$ cat config.mk
export PLATFORM = sky130hd
export DESIGN_NAME = multi_stack_shared_store
export DESIGN_NICKNAME = d
export VERILOG_FILES = /design/src/hw/rtl/msss_pkg.sv /design/src/hw/rtl/msss_link_mem.sv /design/src/hw/rtl/multi_stack_shared_store.sv
export SDC_FILE = /design/constraint.sdc
export NUM_CORES = 1
export LEC_CHECK = 0
export ABC_CLOCK_PERIOD_IN_PS = 5600
export BUFFER_PORTS_ARGS = -buffer_cell sky130_fd_sc_hd__buf_4
export CAP_MARGIN = 20
export CORE_MARGIN = 1
export CORE_UTILIZATION = 62
export CTS_BUF_LIST = sky130_fd_sc_hd__clkbuf_16
export DETAILED_ROUTE_END_ITERATION = 8
export HOLD_SLACK_MARGIN = 0.03
export PLACE_DENSITY_LB_ADDON = 0.2
export SLEW_MARGIN = 20
export SYNTH_ARGS = -nofsm -noshare
export SYNTH_HDL_FRONTEND = slang
export SYNTH_SLANG_ARGS = --single-unit
$ cat constraint.sdc
create_clock -name clock -period 5.6 [get_ports clock]
set_input_delay 1.12 -clock clock [delete_from_list [all_inputs] [get_ports clock]]
set_output_delay 1.12 -clock clock [all_outputs]
set_load 0.1 [all_outputs]
$ cat src/hw/rtl/msss_pkg.sv
// ----------------------------------------------------------------------------
// msss_pkg
// operation and status codes of the shared-store stack block
// ----------------------------------------------------------------------------
package msss_pkg;

   localparam logic MODE_PUSH = 1'b0;
   localparam logic MODE_POP  = 1'b1;

   localparam logic [1:0] STATUS_OK    = 2'd0;
   localparam logic [1:0] STATUS_FULL  = 2'd1;
   localparam logic [1:0] STATUS_EMPTY = 2'd2;

endpackage

$ cat src/hw/rtl/msss_link_mem.sv
// ----------------------------------------------------------------------------
// msss_link_mem
// link memory, one read and one write port, registered read; entries at or above
// the fill mark read as their reset chain value (index plus one)
// ----------------------------------------------------------------------------
module msss_link_mem #(
   parameter int CAPACITY = 16
) (
   input  logic                           clock,
   input  logic                           reset,
   input  logic                           rd_en,
   input  logic [$clog2(CAPACITY)-1:0]    rd_addr,
   output logic [$clog2(CAPACITY+1)-1:0]  rd_data,
   input  logic                           wr_en,
   input  logic [$clog2(CAPACITY)-1:0]    wr_addr,
   input  logic [$clog2(CAPACITY+1)-1:0]  wr_data
);

   localparam int IW = $clog2(CAPACITY);
   localparam int LW = $clog2(CAPACITY + 1);

   logic [LW-1:0] mem [CAPACITY];
   logic [LW-1:0] mem_q_ff;
   logic [IW-1:0] addr_q_ff;
   logic          fresh_ff;
   logic [LW-1:0] fill_ff;

   always_ff @(posedge clock) begin
      if (wr_en) begin
         mem[wr_addr] <= wr_data;
      end
      if (rd_en) begin
         mem_q_ff  <= mem[rd_addr];
         addr_q_ff <= rd_addr;
         fresh_ff  <= (LW'(rd_addr) >= fill_ff);
      end
   end

   // length of the run of entries from index zero that have been written in turn
   always_ff @(posedge clock) begin
      if (reset) begin
         fill_ff <= '0;
      end else if (wr_en && (LW'(wr_addr) == fill_ff)) begin
         fill_ff <= fill_ff + LW'(1);
      end
   end

   assign rd_data = fresh_ff ? (LW'(addr_q_ff) + LW'(1)) : mem_q_ff;

endmodule

$ cat src/hw/rtl/multi_stack_shared_store.sv
// ----------------------------------------------------------------------------
// multi_stack_shared_store
// several lifo stacks chained through one shared value store and link store
// ----------------------------------------------------------------------------
// the result strobe is registered from the exec state entered at the accepting edge
// a new request is not taken while busy in the exec state, which waits for the link
//    memory read that must return before the stack and free heads can be updated
// results cannot be stalled; a full or empty error leaves all state unchanged
// reset: synchronous, all stacks empty, every slot free, no clearing pass
module multi_stack_shared_store #(
   parameter int CAPACITY   = 16,
   parameter int NUM_STACKS = 4
) (
   input  logic               clock,
   input  logic               reset,
   input  logic               start,
   output logic               busy,
   input  logic               req_mode,
   input  logic [1:0]         req_stack_sel,
   input  logic signed [31:0] req_push_value,
   output logic               rsp_valid,
   output logic signed [31:0] rsp_pop_value,
   output logic [1:0]         rsp_status
);

   localparam int IW = $clog2(CAPACITY);
   localparam int LW = $clog2(CAPACITY + 1);
   localparam int SW = (NUM_STACKS > 1) ? $clog2(NUM_STACKS) : 1;
   localparam logic [LW-1:0] NULL_LINK = LW'(CAPACITY);

   typedef enum logic {ST_IDLE, ST_EXEC} state_type;

   function automatic logic [SW-1:0] fold_sel(input logic [1:0] sel);
      logic [2:0] v;
      v = {1'b0, sel};
      for (int k = 0; k < 4; k++) begin
         if (int'(v) >= NUM_STACKS) begin
            v = v - 3'(NUM_STACKS);
         end
      end
      return SW'(v);
   endfunction

   state_type            state_ff;
   logic                 op_pop_ff;
   logic                 err_ff;
   logic [SW-1:0]        sel_ff;
   logic [IW-1:0]        slot_ff;
   logic [LW-1:0]        heads_ff [NUM_STACKS];
   logic [LW-1:0]        free_head_ff;
   logic signed [31:0]   value_mem [CAPACITY];
   logic signed [31:0]   value_q_ff;
   logic                 rsp_valid_ff;
   logic signed [31:0]   rsp_pop_value_ff;
   logic [1:0]           rsp_status_ff;

   logic                 accept;
   logic [SW-1:0]        sel_now;
   logic [LW-1:0]        slot_link;
   logic [IW-1:0]        slot_now;
   logic                 err_now;
   logic                 exec_ok;
   logic [LW-1:0]        link_rd;
   logic [LW-1:0]        link_wr;

   assign accept    = start && (state_ff == ST_IDLE);
   assign sel_now   = fold_sel(req_stack_sel);
   assign slot_link = (req_mode == msss_pkg::MODE_POP) ? heads_ff[sel_now] : free_head_ff;
   assign slot_now  = slot_link[IW-1:0];
   assign err_now   = (slot_link >= NULL_LINK);
   assign exec_ok   = (state_ff == ST_EXEC) && !err_ff;
   assign link_wr   = op_pop_ff ? free_head_ff : heads_ff[sel_ff];

   msss_link_mem #(
      .CAPACITY (CAPACITY)
   ) u_link_mem (
      .clock   (clock),
      .reset   (reset),
      .rd_en   (accept && !err_now),
      .rd_addr (slot_now),
      .rd_data (link_rd),
      .wr_en   (exec_ok),
      .wr_addr (slot_ff),
      .wr_data (link_wr)
   );

   // value store: push writes, pop reads, both at the accepting edge
   always_ff @(posedge clock) begin
      if (accept && !err_now) begin
         if (req_mode == msss_pkg::MODE_PUSH) begin
            value_mem[slot_now] <= req_push_value;
         end else begin
            value_q_ff <= value_mem[slot_now];
         end
      end
   end

   always_ff @(posedge clock) begin
      if (reset) begin
         state_ff     <= ST_IDLE;
         free_head_ff <= '0;
         rsp_valid_ff <= 1'b0;
         for (int i = 0; i < NUM_STACKS; i++) begin
            heads_ff[i] <= NULL_LINK;
         end
      end else begin
         unique case (state_ff)
            ST_IDLE: begin
               rsp_valid_ff <= 1'b0;
               if (accept) begin
                  op_pop_ff <= (req_mode == msss_pkg::MODE_POP);
                  err_ff    <= err_now;
                  sel_ff    <= sel_now;
                  slot_ff   <= slot_now;
                  state_ff  <= ST_EXEC;
               end
            end
            ST_EXEC: begin
               if (!err_ff) begin
                  if (op_pop_ff) begin
                     heads_ff[sel_ff] <= link_rd;
                     free_head_ff     <= LW'(slot_ff);
                  end else begin
                     heads_ff[sel_ff] <= LW'(slot_ff);
                     free_head_ff     <= link_rd;
                  end
               end
               rsp_valid_ff     <= 1'b1;
               rsp_pop_value_ff <= (!err_ff && op_pop_ff) ? value_q_ff : 32'sd0;
               if (!err_ff) begin
                  rsp_status_ff <= msss_pkg::STATUS_OK;
               end else if (op_pop_ff) begin
                  rsp_status_ff <= msss_pkg::STATUS_EMPTY;
               end else begin
                  rsp_status_ff <= msss_pkg::STATUS_FULL;
               end
               state_ff <= ST_IDLE;
            end
            default: begin
               rsp_valid_ff <= 1'b0;
               state_ff     <= ST_IDLE;
            end
         endcase
      end
   end

   assign busy          = (state_ff == ST_EXEC);
   assign rsp_valid     = rsp_valid_ff;
   assign rsp_pop_value = rsp_pop_value_ff;
   assign rsp_status    = rsp_status_ff;

endmodule

==> summary.md, run 1 <==
| Metric | Value |
|---|---|
| Outcome | `completed` |
| Largest net degree at the start of global routing | `between 200 and 250` |
| Final setup vio count | `0` |
| Maxcap violations | `0` |
| RSZ-0062 raised after global routing | `false` |
| Setup_tns | `0 ps` |
| Fin. Hold Viols | `0` |
| Fin nets | `roughly 1900` |
| Most common cell after layout, fill and taps aside | `edfxtp_1` |
| Final worst path period need | `roughly 3800 ps` |
| Share of cells above drive strength 1 | `12.6%` |
| Clock skew | `~20 ps` |
| YS warnings | `0` |
| Post-cts repair resize count | `0` |
| Residual DRC | `0` |
| Largest family of logic cells by synthesized area | `compound AO/OA/AOI/OAI gates` |
| Simple-Gate Fraction of Synth Area | `just over 7%` |
| WP data required | `around 6000 ps` |
| Core ar. | `between 0.04 and 0.05 mm^2` |
| Detailed Routing Iterations Pass 1 | `5` |
| Synthesized netlist cell count | `~1800` |
| Mean post-synth cell area | `around 15 um^2` |
| WL/cell | `approximately 24 um` |
| Max_slew headroom | `roughly a quarter` |
| CP Class | `in2reg` |
| Compound-Gate Fraction of Synth Area | `approximately 9.3%` |
| Dpl hpwl | `around 33000 um` |
| Vias in the first global route | `roughly 16000` |
| RePlAce Congestion | `around 0.8` |
| Via density | `around 6.3` |
| Io pins | `74` |
| Min Hold Slack | `approximately 480 ps` |
| Final worst path period share | `67.2%` |
| Peak VDD IR | `between 0.2 and 0.3 mV` |
| Iter 0 DRT Violations | `roughly 1800` |
| Worst Hold Class | `reg2reg` |
| Synth Net Count | `between 1500 and 2000` |
| DRT Wirelength | `about 60000 um` |
| H-tree depth | `3` |
| Type of origin of the critical path | `input port` |
| Post-CTS setup repair buffer count | `0` |
| Crit path max fanout | `between 100 and 150` |
| Cell variety after synth | `43` |
| Synthesized flop and latch total | `slightly above 700` |
| Initial core utilization | `around 63%` |
| Max Freq | `266 MHz` |
| CTS Root Cell | `clkbuf_16` |
| Grt ovf | `0` |
| Post-Syn Area | `about 0.028 mm^2` |
| Initial antenna violation count | `3` |
| Routed Antenna Nets | `0` |
| Total CTS buffers | `70` |
| Tightest Pin Transition | `approximately 1100 ps` |
| Crit end category | `flip-flop` |
| CTS clk-pin slew, worst paths | `60 ps` |
| Worst skew pair latency | `between 500 and 600 ps` |
| Slew Limit Fails | `0` |
| Port bufs | `73` |
| LEAKAGE | `between 10 and 15 nW` |
| DIE AREA | `0.0455 mm^2` |
| Clock Path Buffers | `3` |
| Commonest cells after routing, fill and taps aside | `edfxtp_1, nand2_1, a21oi_1, buf_4, mux2i_1` |
| Via count | `16003` |
| TritonCTS clock tree | `built` |
| Total power draw | `roughly 11 mW` |
| Die X | `~210 um` |
| Xor/xnor share of the synthesized area | `less than 1%` |
| Part of the Yosys area used for sequential elements | `between 70% and 80%` |
| Synth-to-layout area growth | `11.9%` |
| CTS Hold Buffers Added | `0` |
| Synth Area in Adders | `less than 1%` |
| Die Y | `between 200 and 250 um` |
| Site Rows | `77` |
| Mux share of post-synthesis cell area | `just over 4%` |
| PD cells | `~350 mW/mm^2` |
| CP arrival | `between 4000 and 5000 ps` |
| Total GRT Usage | `between 20 and 30%` |
| Global-route wire length before repair | `around 91000 um` |
| Clk sink count | `710` |
## state kept, by name (all words and copies together), names as in the netlist, 2 cells and up, named ones only
name	count
value_mem	512
u_link_mem.mem	80
rsp_pop_value	32
value_q_ff	32
heads_ff	20
free_head_ff	5
u_link_mem.fill_ff	5
u_link_mem.mem_q_ff	5
slot_ff	4
u_link_mem.addr_q_ff	4
rsp_status	2
sel_ff	2
## path summary, 6_finish.rpt
kind	depth (start not counted)	startpoint	endpoint	slack (ps)
worst max-delay path	7	req_stack_sel[0]	value_mem[3][29]	1840
worst min-delay path	2	free_head_ff[1]	free_head_ff[1]	480
worst max register to register	5	busy	value_mem[4][14]	2110
worst min register to register	2	free_head_ff[1]	free_head_ff[1]	480
## layer usage
layer | track usage [%] | part of all wire [%]
met1 | 37.8 | 40
met2 | 44.2 | 49
met3 | 5.04 | 8.3
met5 | 0 | 0
met4 | 8.10 | 2.2
## where the power goes
group | internal [mW] | switching (mW)
Sequential | 5.90 | 0.0268
Combinational | 0.197 | 0.498
Clock | 2.35 | 1.88
Total | 8.45 | 2.40
## final cells by class
cell class,count,area [um^2]
Sequential cell,710,21200
Fill cell,2876,13200
Multi-Input combinational cell,995,6080
Clock buffer,73,1830
Timing Repair Buffer,103,861
Tap cell,592,741
Clock inverter,43,211
Inverter,12,52.6
Antenna cell,3,7.51
## stage by stage
stage	utilization (%)	cell area [um^2]	worst slack [ps]	std cells
CTS	70.1	31000	1840	2528
global route	70.1	31000	1680	2528
detailed placement	65.5	28900	1220	2412
floorplan	-	27700	886	1840
finish	70.2	31000	1840	2531
global placement	65.5	28900	1310	2412
## cells by family (layout without fill, tap and decap cells)
logic type	after synthesis	after routing
flops	710	710
fa+ha+maj	6	6
buf+inv	135	231
xor+xnor	9	9
other cells	0	3
simple gates	485	485
mux	101	101
compound gates	394	394
## cells in the mapped netlist, drive strengths merged
library cell,n,area (um^2)
edfxtp,696,20900
nand2,351,1320
a21oi,229,1150
mux2i,79,791
a221oi,74,648
a32oi,74,648
buf,70,374
nor2,55,206
clkbuf,53,199
and2,33,206
dfxtp,14,280
nand2b,13,81.3
inv,12,45.0
mux2,12,135
mux4,10,225
nor2b,9,56.3
xnor2,7,61.3
ha,6,75.1
nor3,6,30.0
nand3,5,25.0
nand3b,4,30.0
o21ai,4,20.0
a21o,3,22.5
a211oi,2,15.0
a31oi,2,12.5
nand4,2,12.5
nor3b,2,15.0
nor4,2,12.5
o211ai,2,15.0
xor2,2,17.5
a21boi,1,7.51
a22oi,1,7.51
a31o,1,8.76
a41oi,1,8.76
and3,1,6.26
or3,1,6.26
or4,1,7.51
## worst max-delay path, cell delays in order
cell     delay (ps)
buf_4           150
mux4_2          370
a21oi_4          90
inv_8           600
nand3_1         520
nor2_4          630
buf_4           400
Note: power is estimated with default switching activity, not from simulation.
==> inputs of run 2 (changes only) <==
- ABC_CLOCK_PERIOD_IN_PS: 5600 -> 3700
- clock period: 5.6 -> 3.7 ns (I/O delays scaled with it)
==> summary.md, run 2 (synthesized netlist as in run 1, its figures left out) <==
| Metric | Value |
|---|---|
| Peak VDD IR | `0.386 mV (was 0.272 mV)` |
| Via density | `6.24 (was 6.32)` |
| Via count | `16006 (was 16003)` |
| DRT Wirelength | `60000 um (was 60600 um)` |
| Fin nets | `1965 (was 1936)` |
| RSZ-0062 raised after global routing | `false (unchanged)` |
| Fillers | `2826 (was 2876)` |
| Tightest Pin Transition | `1120 ps (about the same)` |
| Final worst path period share | `about four fifths` |
| Setup WS pre-CTS | `436 ps (was 1220 ps)` |
| Final Cell Area | `0.0315 mm^2 (was 0.0310 mm^2)` |
| Port bufs | `73 (unchanged)` |
| Total GRT Usage | `27.0% (was 27.2%)` |
| Worst Hold Class | `in2reg (was reg2reg)` |
| H-tree depth | `3 (unchanged)` |
| Most common cell after layout, fill and taps aside | `edfxtp_1 (unchanged)` |
| Clock Path Buffers | `3 (unchanged)` |
| CTS Hold Buffers Added | `0 (unchanged)` |
| Vias in the first global route | `15575 (was 15613)` |
| Worst skew pair latency | `600 ps (was 590 ps)` |
| Dpl hpwl | `33600 um (was 33000 um)` |
| Max Freq | `340 MHz` |
| Routed Antenna Nets | `0 (unchanged)` |
| Clock skew | `24.2 ps (was 20.2 ps)` |
| Top Registers | `value_mem x512, u_link_mem.mem x80 (unchanged)` |
| Area after DPL | `0.0292 mm^2 (was 0.0289 mm^2)` |
| CTS clk-pin slew, worst paths | `60 ps (about the same)` |
| Outcome | `completed (unchanged)` |
| CTS Root Cell | `clkbuf_16 (unchanged)` |
| WP data required | `4040 ps (was 5850 ps)` |
| Initial core utilization | `62.7% (unchanged)` |
| Final setup vio count | `0 (unchanged)` |
| CP Class | `reg2reg (was in2reg)` |
| Global-route wire length before repair | `90600 um (was 91200 um)` |
| LEAKAGE | `10.4 nW (was 10.1 nW)` |
| Synth-to-layout area growth | `13.8% (was 11.9%)` |
| PD cells | `538 mW/mm^2 (was 351 mW/mm^2)` |
| TritonCTS clock tree | `built (unchanged)` |
| Post-route setup slack | `762 ps (was 1840 ps)` |
| Iter 0 DRT Violations | `1907 (was 1802)` |
| Top reg by flops | `value_mem (unchanged)` |
| Io pins | `74 (unchanged)` |
| Maxcap violations | `0 (unchanged)` |
| Post-CTS setup repair buffer count | `0 (unchanged)` |
| Die X | `213 um (unchanged)` |
| Post-cts repair resize count | `0 (unchanged)` |
| Residual DRC | `0 (unchanged)` |
| Largest net degree at the start of global routing | `185 (was 224)` |
| Total CTS buffers | `71 (was 70)` |
| Largest register FFs | `512 (unchanged)` |
| Fin. Hold Viols | `0 (unchanged)` |
| Final worst path period need | `between 2000 and 3000 ps` |
| Core ar. | `0.0441 mm^2 (unchanged)` |
| Initial antenna violation count | `2 (was 3)` |
| Slew Limit Fails | `0 (unchanged)` |
| Post-layout util | `71.4% (was 70.2%)` |
| Crit end category | `flip-flop (unchanged)` |
| DIE AREA | `0.0455 mm^2 (unchanged)` |
| Max_slew headroom | `25.3% (about the same)` |
| Min Hold Slack | `428 ps (was 485 ps)` |
| RePlAce Congestion | `0.826 (was 0.818)` |
| Site Rows | `77 (unchanged)` |
| CP arrival | `3280 ps (was 4010 ps)` |
| Grt ovf | `0 (unchanged)` |
| Commonest cells after routing, fill and taps aside | `edfxtp_1, nand2_1, a21oi_1, buf_4, mux2i_1 (unchanged)` |
| Detailed Routing Iterations Pass 1 | `6 (was 5)` |
| Type of origin of the critical path | `flip-flop (was input port)` |
| Die Y | `213 um (unchanged)` |
| Share of cells above drive strength 1 | `14.0% (was 12.6%)` |
| Crit path max fanout | `184 (was 137)` |
| WL/cell | `23.4 um (was 23.9 um)` |
| Total power draw | `17.0 mW (was 10.9 mW)` |
| Clk sink count | `710 (unchanged)` |
[run 2: changes by cell type in the layout (fill, tap and decap cells not counted), moves of 3 or more]
| cell | change |
|---|---|
| clkbuf_16 | +3 |
| buf_12 | +9 |
| buf_4 | +19 |
| bufinv_16 | +5 |
| inv_6 | -3 |
| clkinv_1 | +3 |
[run 2: layer usage]
| metal | GRT usage, % | share of wire [%] | wire, um |
|---|---|---|---|
| met2 | 43.7 | 49 | 29500 |
| met3 | 4.52 | 7.1 | 4240 |
| met4 | 9.78 | 2.7 | 1630 |
| met1 | 37.5 | 41 | 24600 |
| met5 | 0 | 0.022 | 13 |
[run 2: critical path: stages (launching register included)]
cell      delay (ps)
edfxtp_1         420
mux4_2           530
a21oi_4          250
inv_8            100
buf_12           250
mux2i_1          450
a221oi_1         150
a21oi_1          170
nand2_1           60
[run 2: path summary, 6_finish.rpt]
check,startpoint,endpoint,slack (ps),cells past startpoint
setup / recovery,heads_ff[2][0],value_q_ff[27],760,8
hold / removal,req_stack_sel[1],sel_ff[1],430,1
setup reg to reg,heads_ff[2][0],value_q_ff[27],760,8
hold reg to reg,free_head_ff[1],free_head_ff[1],480,2
[run 2: through the flow]
step | TNS, ps | instances
global placement | 0 | 2440
CTS | 0 | 2564
finish | 0 | 2566
global route | 0 | 2564
floorplan | -33600 | 1840
detailed placement | 0 | 2440
[run 2: cell type report]
type	instances	area [um^2]	share of cell area [%]
Antenna cell	2	5.00	0.0159
Clock buffer	76	1900	6.04
Clock inverter	48	350	1.11
Inverter	12	52.6	0.167
Multi-Input combinational cell	995	6080	19.3
Sequential cell	710	21200	67.3
Tap cell	592	741	2.35
Timing Repair Buffer	131	1180	3.76
[run 2: power by group]
| group | switching [mW] | internal, mW |
|---|---|---|
| logic | 0.743 | 0.330 |
| registers | 0.0410 | 8.94 |
| clock network | 2.86 | 4.04 |
| total | 3.64 | 13.3 |
==> inputs of run 3 (changes only) <==
- ABC_AREA: default -> 1
- ABC_CLOCK_PERIOD_IN_PS: 3700 -> 2400
- CORE_UTILIZATION: 62 -> 56
- clock period: 3.7 -> 2.4 ns (I/O delays scaled with it)
==> summary.md, run 3 <==
| Metric | Value |
|---|---|
| Fin nets | `3063 (was 1965)` |
| Outcome | `completed (unchanged)` |
| Total GRT Usage | `28.3% (was 27.0%)` |
| Top Registers | `value_mem x512, u_link_mem.mem x80 (unchanged)` |
| Die X | `235 um (was 213 um)` |
| Switching share of power | `24.1% (was 21.5%)` |
| Worst Hold Class | `in2reg (unchanged)` |
| Synth top cells by count | `nand2_1, edfxtp_1, nand3_1, inv_1, nor2_1 (was edfxtp_1, nand2_1, a21oi_1, mux2i_1)` |
| DIE AREA | `0.0553 mm^2 (was 0.0455 mm^2)` |
| Number of enable flip-flop cells after synthesis | `696 (unchanged)` |
| Final setup vio count | `0 (unchanged)` |
| Post-Syn Area | `0.0304 mm^2 (was 0.0277 mm^2)` |
| Synth-to-layout area growth | `16.6% (was 13.8%)` |
| Slew Limit Fails | `0 (unchanged)` |
| Comb power frac | `9.8% (was 6.3%)` |
| CP arrival | `2560 ps (was 3280 ps)` |
| Cell variety after synth | `32 (was 43)` |
| Reg2reg setup slack | `140 ps (was 760 ps)` |
| Grt ovf | `0 (unchanged)` |
| Residual DRC | `0 (unchanged)` |
| Antenna diode count | `0 (was 2)` |
| CTS Hold Buffers Added | `0 (unchanged)` |
| Most common cell after layout, fill and taps aside | `nand2_1 (was edfxtp_1)` |
| Final worst path period need | `2260 ps (was 2940 ps)` |
| Top-count cell post-synth | `nand2_1 (was edfxtp_1)` |
| Min Hold Slack | `164 ps (was 428 ps)` |
| Largest net degree at the start of global routing | `66 (was 185)` |
| DRT Wirelength | `77400 um (was 60000 um)` |
| Non-filler instance count after layout | `3767 (was 2566)` |
| Post-placement cell count | `3640 (was 2440)` |
| Share of cells above drive strength 1 | `11.6% (was 14.0%)` |
| Commonest cells after routing, fill and taps aside | `nand2_1, edfxtp_1, nand3_1, inv_1, buf_4 (was edfxtp_1, nand2_1, a21oi_1, buf_4, mux2i_1)` |
| Initial core utilization | `56.6% (was 62.7%)` |
| Async set or reset register ratio after synthesis | `0% (unchanged)` |
| CTS clk-pin slew, worst paths | `60 ps (about the same)` |
| Max_slew headroom | `61.3% (was 25.3%)` |
| Max Freq | `442 MHz (was 340 MHz)` |
| Die Y | `235 um (was 213 um)` |
| Worst skew pair latency | `610 ps (was 600 ps)` |
| Part of the Yosys area used for sequential elements | `69.6% (was 76.5%)` |
| Fin. Hold Viols | `0 (unchanged)` |
| WL/cell | `20.5 um (was 23.4 um)` |
| CTS Root Cell | `clkbuf_16 (unchanged)` |
| Via count | `21562 (was 16006)` |
| Initial antenna violation count | `0 (was 2)` |
| Net Sw Power | `6.62 mW (was 3.64 mW)` |
| Total power draw | `27.5 mW (was 17.0 mW)` |
| Clk sink count | `710 (unchanged)` |
| Iter 0 DRT Violations | `2325 (was 1907)` |
| RePlAce Congestion | `0.870 (was 0.826)` |
| Post-CTS setup repair buffer count | `0 (unchanged)` |
| Setup_tns | `0 ps (unchanged)` |
| Synthesized flop and latch total | `710 (unchanged)` |
| Area leader, netlist | `edfxtp_1 (unchanged)` |
| PD cells | `774 mW/mm^2 (was 538 mW/mm^2)` |
| Post-cts repair resize count | `0 (unchanged)` |
| Crit path max fanout | `18 (was 184)` |
| WP data required | `2700 ps (was 4040 ps)` |
| Top reg by flops | `value_mem (unchanged)` |
| Global-route wire length before repair | `120000 um (was 90600 um)` |
| YS warnings | `0 (unchanged)` |
| Final worst path period share | `94.3% (was 79.4%)` |
| Site Rows | `85 (was 77)` |
| Synth Net Count | `2951 (was 1884)` |
| Crit end category | `flip-flop (unchanged)` |
| Routed Antenna Nets | `0 (unchanged)` |
| Total CTS buffers | `73 (was 71)` |
| Peak VDD IR | `0.729 mV (was 0.386 mV)` |
| Detailed Routing Iterations Pass 1 | `7 (was 6)` |
| Clock Path Buffers | `3 (unchanged)` |
| Clock skew | `24.7 ps (was 24.2 ps)` |
| Via density | `5.72 (was 6.24)` |
| Mean post-synth cell area | `10.5 um^2 (was 15.0 um^2)` |
| LEAKAGE | `14.5 nW (was 10.4 nW)` |
| RSZ-0062 raised after global routing | `false (unchanged)` |
| TritonCTS clock tree | `built (unchanged)` |
| Primary FF master, synth | `edfxtp_1 (unchanged)` |
| Tightest Pin Transition | `581 ps (was 1120 ps)` |
| Maxcap violations | `0 (unchanged)` |
| Dpl hpwl | `46000 um (was 33600 um)` |
| Synthesized netlist cell count | `2907 (was 1840)` |
| Post-route setup slack | `138 ps (was 762 ps)` |
| Io pins | `74 (unchanged)` |
| Pint | `20.9 mW (was 13.3 mW)` |
| Setup WS pre-CTS | `-150 ps (was 436 ps)` |
| Largest register FFs | `512 (unchanged)` |
| Synth area leaders | `edfxtp_1, nand2_1, nand3_1 (was edfxtp_1, nand2_1, a21oi_1)` |
| H-tree depth | `3 (unchanged)` |
| Port bufs | `73 (unchanged)` |
| Synth top area share | `68.6% (was 75.5%)` |
| Clock power share | `39.7% (was 40.7%)` |
| Core ar. | `0.0538 mm^2 (was 0.0441 mm^2)` |
| Vias in the first global route | `21093 (was 15575)` |
| CP Class | `reg2reg (unchanged)` |
| Type of origin of the critical path | `flip-flop (unchanged)` |
| Register share of total power | `50.5% (was 53.0%)` |
[run 3: kinds of logic after synthesis]
group	synth area share [%]
AO/OA/AOI/OAI	1.37
XOR/XNOR	0.144
adder cells (fa/ha/maj)	0.247
buffers and inverters	4.77
flip-flops	69.6
AND/OR/NAND/NOR	23.9
[run 3: power by group through the flow]
stage                     registers (mW)  clock network [mW]  logic [mW]
final                               13.9                10.9        2.69
after global routing                13.9                11.5        2.96
after CTS                           13.9                11.0        2.68
after detailed placement            14.1                   0        2.65
after floorplan                     14.2                   0        1.56
after global placement              14.1                   0        2.61
[run 3: worst paths after layout]
check | start | cells past startpoint | end
max | heads_ff[1][2] | 10 | value_mem[4][17]
min | reset | 2 | u_link_mem.fill_ff[3]
max reg2reg | heads_ff[1][2] | 10 | value_mem[4][17]
min reg2reg | free_head_ff[3] | 2 | free_head_ff[3]
[run 3: metrics by stage]
stage	instance area [um^2]	utilization, %
finish	35500	66.0
global route	35500	66.0
CTS	35500	66.0
detailed placement	33200	61.8
global placement	33200	61.8
floorplan	30700	-
[run 3: layout make-up]
| type | instances | area (um^2) |
|---|---|---|
| fill | 3996 | 18300 |
| inverter | 162 | 626 |
| timing repair buffer | 210 | 2470 |
| sequential | 710 | 21200 |
| clock inverter | 53 | 417 |
| tap | 696 | 871 |
| clock buffer | 74 | 1850 |
| multi-input combinational | 1862 | 8100 |
[run 3: worst max-delay path: stages (launching register included)]
cell and delay, ps:
edfxtp_1 320, inv_1 60, a21oi_2 120, o21ai_1 90, o21ai_1 130, o21ai_1 110, buf_4 170, nor2_4 260
clkinvlp_4 280, nor2_4 230, buf_12 200
[run 3: layer usage]
metal / wire (um) / vias up / GRT usage (%)
met5: 0 / - / 0
met4: 2050 / 0 / 10.2
met3: 6000 / 135 / 4.02
met2: 37600 / 1008 / 45.9
met1: 31800 / 10442 / 39.4
li1: - / 9977 / -
